## src/hw/rtl/rgbg_pkg.sv

```systemverilog
// Shared constants, stage payload types and the square root step for the gray converter.
package rgbg_pkg;

    localparam logic [15:0] W_RED   = 16'd19595;
    localparam logic [15:0] W_GREEN = 16'd38470;
    localparam logic [15:0] W_BLUE  = 16'd7471;

    // floor(x / 6) = (x * 683) >> 12 for x < 1536
    localparam logic [9:0] DIV6_MUL   = 10'd683;
    localparam int         DIV6_SHIFT = 12;

    localparam int SQRT_STAGES = 4;
    localparam int SQRT_STEPS  = 2;
    localparam int PIPE_DEPTH  = 8;

    typedef struct packed {
        logic        fast;
        logic [15:0] rr;
        logic [15:0] gg;
        logic [15:0] bb;
        logic [10:0] sum;
    } sq_t;

    typedef struct packed {
        logic        fast;
        logic [31:0] pr;
        logic [31:0] pg;
        logic [31:0] pb;
        logic [20:0] fprod;
    } wp_t;

    typedef struct packed {
        logic        fast;
        logic [7:0]  fgray;
        logic [15:0] v;
        logic [8:0]  rem;
        logic [7:0]  root;
    } sr_t;

    // one digit of the restoring square root: two radicand bits in, one root bit out
    function automatic sr_t sqrt_step(input sr_t x);
        logic [10:0] acc;
        logic [10:0] trial;
        sr_t         y;
        acc   = {x.rem, x.v[15:14]};
        trial = {1'b0, x.root, 2'b01};
        y     = x;
        y.v   = {x.v[13:0], 2'b00};
        if (acc >= trial) begin
            y.rem  = 9'(acc - trial);
            y.root = {x.root[6:0], 1'b1};
        end else begin
            y.rem  = acc[8:0];
            y.root = {x.root[6:0], 1'b0};
        end
        return y;
    endfunction

endpackage

```

## src/hw/rtl/rgb_to_gray_two_mode.sv

```systemverilog
// Top level of the RGB to gray converter with fast and accurate modes.
// Takes one RGB pixel per clock and returns one gray byte per pixel, in order, after
// the pixel passes through one stage of squares, one of weight multipliers,
// one adder stage, four square-root stages of two root bits each, and the output
// register. Sustained rate is one pixel per clock whenever m_tready stays high; a
// stall holds every full stage and empty stages keep filling. cfg_wr_data bit 0 is
// fast_mode (1: floor((2r+3g+b)/6), 0: truncated luma root of weighted squares); each
// pixel uses the mode in force when it is taken, and the mode resets to accurate.
module rgb_to_gray_two_mode (
    input  logic        aclk,
    input  logic        aresetn,
    input  logic        cfg_wr_en,
    input  logic        cfg_wr_data,
    input  logic        s_tvalid,
    output logic        s_tready,
    input  logic [23:0] s_tdata,    // red [7:0], green [15:8], blue [23:16]
    output logic        m_tvalid,
    input  logic        m_tready,
    output logic [7:0]  m_tdata     // gray [7:0]
);
    import rgbg_pkg::*;

    logic       fast_mode_reg;
    logic       sq_valid;
    logic       sq_ready;
    sq_t        sq_data;
    logic       wt_valid;
    logic       wt_ready;
    sr_t        wt_data;
    logic       rt_valid;
    logic       rt_ready;
    sr_t        rt_data;
    logic       m_tvalid_reg;
    logic [7:0] m_tdata_reg;
    logic [7:0] m_tdata_next;

    always_ff @(posedge aclk) begin
        if (!aresetn) begin
            fast_mode_reg <= 1'b0;
        end else if (cfg_wr_en) begin
            fast_mode_reg <= cfg_wr_data;
        end
    end

    rgbg_square u_square (
        .aclk      (aclk),
        .aresetn   (aresetn),
        .in_valid  (s_tvalid),
        .in_ready  (s_tready),
        .red       (s_tdata[7:0]),
        .green     (s_tdata[15:8]),
        .blue      (s_tdata[23:16]),
        .fast      (fast_mode_reg),
        .out_valid (sq_valid),
        .out_ready (sq_ready),
        .out_data  (sq_data)
    );

    rgbg_weight u_weight (
        .aclk      (aclk),
        .aresetn   (aresetn),
        .in_valid  (sq_valid),
        .in_ready  (sq_ready),
        .in_data   (sq_data),
        .out_valid (wt_valid),
        .out_ready (wt_ready),
        .out_data  (wt_data)
    );

    rgbg_sqrt u_sqrt (
        .aclk      (aclk),
        .aresetn   (aresetn),
        .in_valid  (wt_valid),
        .in_ready  (wt_ready),
        .in_data   (wt_data),
        .out_valid (rt_valid),
        .out_ready (rt_ready),
        .out_data  (rt_data)
    );

    assign rt_ready     = !m_tvalid_reg || m_tready;
    assign m_tdata_next = rt_data.fast ? rt_data.fgray : rt_data.root;
    assign m_tvalid     = m_tvalid_reg;
    assign m_tdata      = m_tdata_reg;

    always_ff @(posedge aclk) begin
        if (!aresetn) begin
            m_tvalid_reg <= 1'b0;
        end else if (rt_ready) begin
            m_tvalid_reg <= rt_valid;
        end
    end

    always_ff @(posedge aclk) begin
        if (rt_ready && rt_valid) begin
            m_tdata_reg <= m_tdata_next;
        end
    end

endmodule

```

## src/hw/rtl/rgbg_square.sv

```systemverilog
// First stage: squares of the color components and the fast-mode weighted sum.
module rgbg_square (
    input  logic             aclk,
    input  logic             aresetn,
    input  logic             in_valid,
    output logic             in_ready,
    input  logic [7:0]       red,
    input  logic [7:0]       green,
    input  logic [7:0]       blue,
    input  logic             fast,
    output logic             out_valid,
    input  logic             out_ready,
    output rgbg_pkg::sq_t    out_data
);
    import rgbg_pkg::*;

    logic valid_reg;
    sq_t  data_reg;
    sq_t  data_next;

    assign in_ready  = !valid_reg || out_ready;
    assign out_valid = valid_reg;
    assign out_data  = data_reg;

    always_comb begin
        data_next.fast = fast;
        data_next.rr   = 16'(red) * 16'(red);
        data_next.gg   = 16'(green) * 16'(green);
        data_next.bb   = 16'(blue) * 16'(blue);
        data_next.sum  = 11'({red, 1'b0}) + 11'({green, 1'b0}) + 11'(green) + 11'(blue);
    end

    always_ff @(posedge aclk) begin
        if (!aresetn) begin
            valid_reg <= 1'b0;
        end else if (in_ready) begin
            valid_reg <= in_valid;
        end
    end

    always_ff @(posedge aclk) begin
        if (in_ready && in_valid) begin
            data_reg <= data_next;
        end
    end

endmodule

```

## src/hw/rtl/rgbg_weight.sv

```systemverilog
// Two stages: luma-weighted squares and the divide by six, then the weighted sum.
module rgbg_weight (
    input  logic             aclk,
    input  logic             aresetn,
    input  logic             in_valid,
    output logic             in_ready,
    input  rgbg_pkg::sq_t    in_data,
    output logic             out_valid,
    input  logic             out_ready,
    output rgbg_pkg::sr_t    out_data
);
    import rgbg_pkg::*;

    logic        prod_valid_reg;
    wp_t         prod_reg;
    wp_t         prod_next;
    logic        prod_ready;
    logic        sum_valid_reg;
    sr_t         sum_reg;
    sr_t         sum_next;
    logic [31:0] total;

    assign prod_ready = !sum_valid_reg || out_ready;
    assign in_ready   = !prod_valid_reg || prod_ready;
    assign out_valid  = sum_valid_reg;
    assign out_data   = sum_reg;

    always_comb begin
        prod_next.fast  = in_data.fast;
        prod_next.pr    = 32'(in_data.rr) * 32'(W_RED);
        prod_next.pg    = 32'(in_data.gg) * 32'(W_GREEN);
        prod_next.pb    = 32'(in_data.bb) * 32'(W_BLUE);
        prod_next.fprod = 21'(in_data.sum) * 21'(DIV6_MUL);
    end

    // the weights sum to 2^16, so the total never exceeds 32 bits
    always_comb begin
        total          = prod_reg.pr + prod_reg.pg + prod_reg.pb;
        sum_next.fast  = prod_reg.fast;
        sum_next.fgray = prod_reg.fprod[DIV6_SHIFT +: 8];
        sum_next.v     = total[31:16];
        sum_next.rem   = '0;
        sum_next.root  = '0;
    end

    always_ff @(posedge aclk) begin
        if (!aresetn) begin
            prod_valid_reg <= 1'b0;
            sum_valid_reg  <= 1'b0;
        end else begin
            if (in_ready) begin
                prod_valid_reg <= in_valid;
            end
            if (prod_ready) begin
                sum_valid_reg <= prod_valid_reg;
            end
        end
    end

    always_ff @(posedge aclk) begin
        if (in_ready && in_valid) begin
            prod_reg <= prod_next;
        end
        if (prod_ready && prod_valid_reg) begin
            sum_reg <= sum_next;
        end
    end

endmodule

```

## src/hw/rtl/rgbg_sqrt.sv

```systemverilog
// Pipelined restoring square root of the upper half of the weighted sum.
module rgbg_sqrt (
    input  logic             aclk,
    input  logic             aresetn,
    input  logic             in_valid,
    output logic             in_ready,
    input  rgbg_pkg::sr_t    in_data,
    output logic             out_valid,
    input  logic             out_ready,
    output rgbg_pkg::sr_t    out_data
);
    import rgbg_pkg::*;

    logic [SQRT_STAGES-1:0] valid_reg;
    logic [SQRT_STAGES-1:0] stage_ready;
    logic [SQRT_STAGES-1:0] stage_vin;
    sr_t                    data_reg  [SQRT_STAGES];
    sr_t                    data_next [SQRT_STAGES];

    assign in_ready  = stage_ready[0];
    assign out_valid = valid_reg[SQRT_STAGES-1];
    assign out_data  = data_reg[SQRT_STAGES-1];

    always_comb begin
        stage_ready[SQRT_STAGES-1] = !valid_reg[SQRT_STAGES-1] || out_ready;
        for (int k = SQRT_STAGES - 2; k >= 0; k--) begin
            stage_ready[k] = !valid_reg[k] || stage_ready[k+1];
        end
    end

    always_comb begin
        for (int k = 0; k < SQRT_STAGES; k++) begin
            if (k == 0) begin
                stage_vin[k] = in_valid;
                data_next[k] = in_data;
            end else begin
                stage_vin[k] = valid_reg[k-1];
                data_next[k] = data_reg[k-1];
            end
            for (int j = 0; j < SQRT_STEPS; j++) begin
                data_next[k] = sqrt_step(data_next[k]);
            end
        end
    end

    always_ff @(posedge aclk) begin
        if (!aresetn) begin
            valid_reg <= '0;
        end else begin
            for (int k = 0; k < SQRT_STAGES; k++) begin
                if (stage_ready[k]) begin
                    valid_reg[k] <= stage_vin[k];
                end
            end
        end
    end

    always_ff @(posedge aclk) begin
        for (int k = 0; k < SQRT_STAGES; k++) begin
            if (stage_ready[k] && stage_vin[k]) begin
                data_reg[k] <= data_next[k];
            end
        end
    end

endmodule

```

## config.mk

```make
export PLATFORM = sky130hd
export DESIGN_NAME = rgb_to_gray_two_mode
export DESIGN_NICKNAME = d
export VERILOG_FILES = /design/src/hw/rtl/rgbg_pkg.sv /design/src/hw/rtl/rgb_to_gray_two_mode.sv /design/src/hw/rtl/rgbg_square.sv /design/src/hw/rtl/rgbg_weight.sv /design/src/hw/rtl/rgbg_sqrt.sv
export SDC_FILE = /design/constraint.sdc
export NUM_CORES = 1
export LEC_CHECK = 0
export ABC_CLOCK_PERIOD_IN_PS = 9100
export BUFFER_PORTS_ARGS = -buffer_cell sky130_fd_sc_hd__clkbuf_2
export CAP_MARGIN = 25
export CELL_PAD_IN_SITES_DETAIL_PLACEMENT = 0
export CELL_PAD_IN_SITES_GLOBAL_PLACEMENT = 1
export CORE_ASPECT_RATIO = 1.25
export CORE_MARGIN = 4
export CORE_UTILIZATION = 39
export DETAILED_ROUTE_END_ITERATION = 8
export GPL_ROUTABILITY_DRIVEN = 0
export PLACE_DENSITY_LB_ADDON = 0.1
export SYNTH_ARGS = -nofsm -noshare
export SYNTH_HDL_FRONTEND = slang
export SYNTH_SLANG_ARGS = --single-unit
```

## constraint.sdc

```tcl
create_clock -name aclk -period 9.1 [get_ports aclk]
set_clock_uncertainty 0.15 [all_clocks]
set_input_delay 1.365 -clock aclk [delete_from_list [all_inputs] [get_ports aclk]]
set_output_delay 1.365 -clock aclk [all_outputs]
set_load 0.02 [all_outputs]
```

Word-level counts from Yosys, hierarchy flattened --
Memory sizes are Yosys's and may differ from the RTL's. Index checks and enable logic that the tools add are counted.
Operators by class: add/sub/neg operators 13, multiply operators 7, magnitude comparators 8, mux-type cells 17, reduce and logical (&&, ||, !) cells 24
Operators by type and width (number):
- 17-bit 2-to-1 mux | 8
- 11-bit by 10-bit greater-or-equal comparator with 1-bit output | 7
- 9-bit subtractor | 7
- 16-bit by 15-bit multiplier with 31-bit output, second input constant | 2
- 8-bit by 8-bit multiplier with 16-bit output | 3
- 31-bit by 32-bit adder with 32-bit output | 1
- 32-bit by 29-bit adder with 32-bit output | 1
- 16-bit by 13-bit multiplier with 29-bit output, second input constant | 1
- 11-bit by 8-bit adder with 11-bit output | 2
- 11-bit by 10-bit multiplier with 20-bit output, second input constant | 1
- 9-bit by 9-bit adder with 10-bit output | 1
- 1-bit logical AND | 8
- 1-bit logical NOT | 8
- 1-bit logical OR | 8
- 1-bit 2-to-1 mux | 8
- 8-bit 2-to-1 mux | 1
- 2-bit by 1-bit subtractor with 3-bit output, second input constant | 1
- 2-bit by 1-bit greater-or-equal comparator with 1-bit output, second input constant | 1
Word-level totals: bits in registers 214, memory bits (writable) 152, input bits 30, output and inout port bits 10, memories 1
Memory list:
- u_sqrt.data_reg | words 4, width 38, read ports 4, clocked after Yosys merged registers in 0, write ports 4, RTL line rgbg_sqrt.sv:17 | sr_t data_reg [SQRT_STAGES];

Depth between registers and ports, before layout --
Gate-level depths: netlist (run 1).
depth after elaboration 10, depth in mapped cells 20, mapped depth without buffers 20

Hierarchy --
Synthesis (run 1) repeated with hierarchy kept, for this count alone.
Unflattened totals: cell total of the unflattened synthesis 3358, area total of the unflattened synthesis 35781.8 µm²
Modules (own cells, without submodules):
- rgbg_weight | instances 1, cells an instance 1852, area an instance 19708.9 µm², sequential area each 3793.6 µm²
- rgbg_sqrt | instances 1, cells an instance 741, area an instance 8191.6 µm², sequential area each 3923.8 µm²
- rgbg_square | instances 1, cells an instance 740, area an instance 7429.6 µm², sequential area each 1731.7 µm²
- rgb_to_gray_two_mode | instances 1, cells an instance 25, area an instance 451.7 µm², sequential area each 280.3 µm²

Worst setup path before layout (run 1) --
Ideal clock, no wire load.
path kind input-to-reg, from in m_tready, to reg u_weight.prod_reg[100] (netlist name), enable pin, setup time 0.565 ns, arrival 6.336 ns, data required time 8.385 ns, path slack 2.049 ns, stages on the path 6, cells stage by stage nor2b_1 -> and3_1 -> and2_0 -> nand3_1 -> nor2_1 -> nor2b_1
On the way: cells in the longest elaborated chain, start to end 8
Ends and longest elaborated chain:
- start, declared | RTL line rgb_to_gray_two_mode.sv:18 | input logic m_tready,
- 1-bit logical OR | RTL line rgb_to_gray_two_mode.sv:81 | assign rt_ready = !m_tvalid_reg || m_tready;
- 1-bit logical OR | RTL line rgbg_sqrt.sv:25 | stage_ready[SQRT_STAGES-1] = !valid_reg[SQRT_STAGES-1] || out_ready;
- 1-bit logical OR (3 in a row) | RTL line rgbg_sqrt.sv:27 | stage_ready[k] = !valid_reg[k] || stage_ready[k+1];
- 1-bit logical OR | RTL line rgbg_weight.sv:23 | assign prod_ready = !sum_valid_reg || out_ready;
- 1-bit logical OR | RTL line rgbg_weight.sv:24 | assign in_ready = !prod_valid_reg || prod_ready;
- 1-bit logical AND | RTL line rgbg_weight.sv:61 | if (in_ready && in_valid) begin
- end signal, assigned | RTL line rgbg_weight.sv:62 | prod_reg <= prod_next;
- end, declared | RTL line rgbg_weight.sv:15 | wp_t prod_reg;
No other way between the ends. A chain may end at the register's enable or synchronous reset.

==> impl_metrics.ini, run 1 <==
[run_status]
status = finished clean

[min_path]
hold_path.startpoint = u_sqrt.data_reg[1][29]
hold_end = u_sqrt.data_reg[2][29]
min_path_cells = 0
hold_class = reg2reg

[drt]
wl_mm = 70.0
antenna_left = 0
wl_per_cell_um = 17.2
post-route-drc-count = 0
first_pass_iters = 5
num_vias = 19900
first_iter_violations = 745
via_per_inst = 4.90

[setup_path]
cp-end-kind = flop
worstPathMaxFanout = 6
slowest_stage = a2111oi_0
critPathArrivalTime_ns = 6.26
crit_path_start_kind = flop
critical-path-max-stage-delay_ns = 0.68
r2r_start = u_square.out_data[58]
path_cells = ha_1, ha_1, inv_1, fa_1, inv_1, fa_1, fa_1, inv_1, fa_1, inv_1, ha_1, and3_1, a2111oi_0, o22ai_1, o21ai_0, a21boi_0, nand2b_1, a21boi_0, mux2i_1, nand2_1
path_class = reg2reg
critPathRequiredTime_ns = 9.24
r2r_slack_ns = 2.98
reg2reg_depth = 20
r2r-end = u_weight.prod_reg[115]

[floorplanning]
num_rows = 116
die_h_um = 326
dieArea_um2 = 85500
ios = 40
start_util_pct = 39.4
die_w_um = 262
core-area_um2 = 80100

[layout]
layout_common_cells = 608 x inv_1, 577 x ha_1, 317 x fa_1
syn_to_final_growth_pct = 9.02
layout_commonest_cell = inv_1
antenna_cells = 0
nFillCells = 7708
finalNetCount = 3901
layout-drive-gt1-share_pct = 4.99
post-route-util_pct = 42.9
largest_reg_flops = 105

[grt]
grt_pass1_wl_mm = 114
grtUsageTotal_pct = 16.5
antenna_found_initial = 0
grt-ovfl-total = 0
grt_max_degree = 68
grt_pass1_vias = 21500

[timing]
tightest_slew_ns = 0.977
finalHoldViolCount = 0
period_share_pct = 67.2
fin_crit_ns = 6.12
tns_ns = 0
finalSetupViolations = 0
rsz0062_at_grt = no
slew_headroom_pct = 34.9
max_freq_ghz = 0.163
maxSlewViolCount = 0

[cts]
cts.sinks = 301
cts_resized = 0
clockBufferDepth = 3
cts_setup_buffers = 0
ctsRootBufferMaster = clkbuf_16
cts_hold_buf = 0
htree_num_levels = 2
cts_inserted_buffers = 37
cts.clk_slew.worst_paths_ns = 0.06
cts_tree = done
insertion_delay_ns = 0.55

[placed_design]
portBuffers = 39
post-dp-hpwl_mm = 60.0

[synthesis]
synth_ff_type = edfxtp_1
avgSynthCellArea_um2 = 10.9
synthArstFlopShare_pct = 0
synth_edf_count = 292
ys_seq_area_share_pct = 28.4
synth.distinct_cells = 73
ys_ff_latch = 301
yosysWarningCount = 0
netlist_area_um2 = 31500
synthCells = 2891

[flow_run]
drv_cap = 0
==> per-layer routing <==
metal  global-route usage, %  wire length, um  vias up
met3                    1.89             1490       91
met2                    30.9            36800      175
met5                       0                0        -
li1                        -                -     9844
met1                    19.6            29100     9801
met4                    5.57             2610        0
==> area by class of cell <==
type	instances	area [um^2]	share of cell area [%]
multi-input cells	1980	20300	59.1
flip-flops and latches	301	8950	26.0
inverters	610	2290	6.66
well taps	1062	1330	3.86
clock buffers	42	966	2.81
clock inverters	24	278	0.808
repair buffers	47	255	0.742
==> logic make-up (layout without fill, tap and decap cells) <==
| kind of cell | after synthesis | in the layout | synth area share [%] |
|---|---|---|---|
| AOI/OAI and AO/OA | 393 | 393 | 8.24 |
| buffers and inverters | 624 | 723 | 7.44 |
| and+or+nand+nor | 478 | 478 | 7.25 |
| muxes | 24 | 24 | 0.813 |
| other | 2 | 16 | 0.0238 |
| xor gates and xnor gates | 175 | 175 | 4.86 |
| DFF | 301 | 301 | 28.4 |
| adders and majority gates | 894 | 894 | 43.0 |
==> cells in the mapped netlist, types with 22 or more instances <==
cell / count / area share (%)
nor3_1: 42 / 0.67
nand2_1: 115 / 1.4
nand3_1: 22 / 0.35
edfxtp_1: 292 / 28
nor2b_1: 39 / 0.77
a21o_1: 42 / 1.0
xor2_1: 44 / 1.2
and2_1: 33 / 0.65
inv_1: 608 / 7.2
o21a_1: 45 / 1.1
xnor2_1: 131 / 3.6
a21oi_1: 107 / 1.7
fa_1: 317 / 20
nor2_1: 148 / 1.8
o21ai_0: 69 / 1.1
ha_1: 577 / 23
==> worst max-delay path by stage <==
stage,start,to,slack (ns),cells past startpoint
after detailed placement,s_tdata[9],u_square.out_data[41],2.93,16
after global routing,u_square.out_data[58],u_weight.prod_reg[115],2.57,20
final,u_square.out_data[58],u_weight.prod_reg[115],2.98,20
after CTS,u_square.out_data[58],u_weight.prod_reg[115],2.97,20
after global placement,s_tdata[9],u_square.out_data[41],2.94,16
after floorplan,m_tready,u_weight.prod_reg[100],2.05,6
==> per-stage QoR <==
stage	hold slack, ns	worst slack [ns]	cells	instance area, um^2
final	0.263	2.98	4066	34400
after global routing	0.272	2.57	4066	34400
after CTS	0.267	2.97	4066	34400
after detailed placement	0.255	2.93	4000	33100
after global placement	0.251	2.94	4000	33100
after floorplan	0.250	2.05	2905	31600
==> worst max-delay path: cells and delay by family (launching register included) <==
kind	cells	cell delay, ns
adders and majority gates	7	2.94
AOI/OAI and AO/OA	5	1.46
DFF	1	0.52
and+or+nand+nor	3	0.44
buffers and inverters	4	0.20
muxes	1	0.17
Power of run 1 is left out: the tool's default activity adds up to more than one toggle a clock period on the data nets, which glitch-free logic cannot reach.
==> inputs of run 2 (changes only) <==
--- a/config.mk
+++ b/config.mk
@@ -5,7 +5,8 @@
 export SDC_FILE = /design/constraint.sdc
 export NUM_CORES = 1
 export LEC_CHECK = 0
-export ABC_CLOCK_PERIOD_IN_PS = 9100
+export ABC_AREA = 1
+export ABC_CLOCK_PERIOD_IN_PS = 6300
 export BUFFER_PORTS_ARGS = -buffer_cell sky130_fd_sc_hd__clkbuf_2
 export CAP_MARGIN = 25
 export CELL_PAD_IN_SITES_DETAIL_PLACEMENT = 0
==> constraint.sdc (replaced) <==
create_clock -name aclk -period 6.3 [get_ports aclk]
set_clock_uncertainty 0.15 [all_clocks]
set_input_delay 0.945 -clock aclk [delete_from_list [all_inputs] [get_ports aclk]]
set_output_delay 0.945 -clock aclk [all_outputs]
set_load 0.02 [all_outputs]
==> impl_metrics.ini, run 2 <==
[drt]
wl_per_cell_um = 17.2
antenna_left = 0
wl_mm = 81.1
num_vias = 22900
first_pass_iters = 5
post-route-drc-count = 0
first_iter_violations = 1023
via_per_inst = 4.87

[synthesis]
synthCells = 3520
yosysWarningCount = 0
ys_ff_latch = 301
synth_most_common_cell = inv_1
netlist_area_um2 = 33500
ys_top_cells_by_count = 816 x inv_1, 577 x ha_1, 511 x nand2_1
synthArstFlopShare_pct = 0
synth_edf_count = 292
ys_seq_area_share_pct = 26.7
netlist.area_leader.share_pct = 26.2
synth_ff_type = edfxtp_1
avgSynthCellArea_um2 = 9.51
netlist_top_cells_area = edfxtp_1 26%, ha_1 22%, fa_1 19%
synth.largest_area_cell = edfxtp_1
synth.distinct_cells = 52

[cts]
cts_hold_buf = 0
ctsRootBufferMaster = clkbuf_16
cts_tree = done
cts.sinks = 301
cts_resized = 0
clockBufferDepth = 3
cts_inserted_buffers = 36
insertion_delay_ns = 0.57
htree_num_levels = 2
cts.clk_slew.worst_paths_ns = 0.06
cts_setup_buffers = 0

[layout]
layout-drive-gt1-share_pct = 4.59
layout_common_cells = 815 x inv_1, 577 x ha_1, 511 x nand2_1
post-route-util_pct = 42.8
antenna_cells = 0
finalNetCount = 4515
largest_reg_flops = 105
syn_to_final_growth_pct = 8.37
layout_commonest_cell = inv_1

[setup_path]
path_cells = inv_1, fa_1, inv_1, fa_1, fa_1, inv_1, fa_1, fa_1, inv_1, ha_1, nand2_1, nor2_1, inv_1, nor2_1, nand2_1, nand3_1, nand2_1, nand2_1, nand2_1, nand2_1, xor2_1
critical-path-max-stage-delay_ns = 0.61
cp-end-kind = flop
crit_path_start_kind = flop
r2r_start = u_square.out_data[16]
path_class = reg2reg
critPathRequiredTime_ns = 6.46
worst_path_most_repeated_cell = nand2_1
worstPathMaxFanout = 5
slowest_stage = fa_1
critPathArrivalTime_ns = 5.57
crit_start = u_square.out_data[16]

[timing]
finalHoldViolCount = 0
maxSlewViolCount = 0
slew_headroom_pct = 37.5
period_share_pct = 85.9
max_freq_ghz = 0.185
tightest_slew_ns = 0.938
fin_crit_ns = 5.41
finalSetupViolations = 0
rsz0062_at_grt = no
tns_ns = 0

[floorplanning]
num_rows = 119
start_util_pct = 39.5
ios = 40
die_w_um = 270
dieArea_um2 = 90600
core-area_um2 = 84700
die_h_um = 336

[grt]
grtUsageTotal_pct = 18.1
grt_max_degree = 58
grt-ovfl-total = 0
antenna_found_initial = 1
grt_pass1_wl_mm = 131
grt_pass1_vias = 24600

[placed_design]
post-dp-hpwl_mm = 70.7
portBuffers = 39

[min_path]
hold_class = reg2reg
hold_path.startpoint = u_sqrt.data_reg[2][31]

[flow_run]
drv_cap = 0

[run_status]
status = finished clean
run 2: per-stage QoR:
step           cells  setup WS, ns  hold WS, ns  area, um^2
2_1_floorplan   3534          1.30        0.250       33500
3_3_place_gp    4640         0.930        0.252       35000
3_5_place_dp    4640         0.866        0.255       35000
4_1_cts         4704         0.856        0.257       36200
5_1_grt         4706         0.532        0.269       36300
6_report        4706         0.889        0.267       36300
run 2: layout make-up:
cell class | instances | area, um^2
Fill cell | 8310 | 48400
Multi-Input combinational cell | 2382 | 21400
Sequential cell | 301 | 8950
Inverter | 822 | 3090
Tap cell | 1089 | 1360
Clock buffer | 40 | 916
Clock inverter | 24 | 288
Timing Repair Buffer | 48 | 288
run 2: final timing paths:
path | end | slack (ns) | depth (start not counted)
worst max-delay path | u_weight.prod_reg[46] | 0.89 | 21
worst min-delay path | u_sqrt.data_reg[3][31] | 0.27 | 0
worst max register to register | u_weight.prod_reg[46] | 0.89 | 21
worst min register to register | u_sqrt.data_reg[3][31] | 0.27 | 0
run 2: logic make-up (layout without fill, tap and decap cells):
kind of cell	count (synthesis)	after routing	synth area share [%]
muxes	9	9	0.303
adders and majority gates	894	894	40.5
AOI/OAI and AO/OA	438	438	7.39
and+or+nand+nor	843	843	10.7
DFF	301	301	26.7
other	2	16	0.0224
xor gates and xnor gates	182	182	4.76
buffers and inverters	851	934	9.59
run 2: worst max-delay path: cells and delay by family, from the launching register on:
kind / cells / cell delay [ns]
DFF: 1 / 0.47
buffers and inverters: 5 / 0.40
xor gates and xnor gates: 1 / 0.06
and+or+nand+nor: 9 / 1.01
adders and majority gates: 6 / 3.06
run 2: layer usage:
layer	up-vias	track usage, %	part of all wire, %
met2	241	35.0	54
li1	11500	-	-
met5	-	0	0.016
met4	2	5.04	2.7
met1	11100	21.5	41
met3	84	1.53	2.0
Power of run 2 is left out for the same reason.
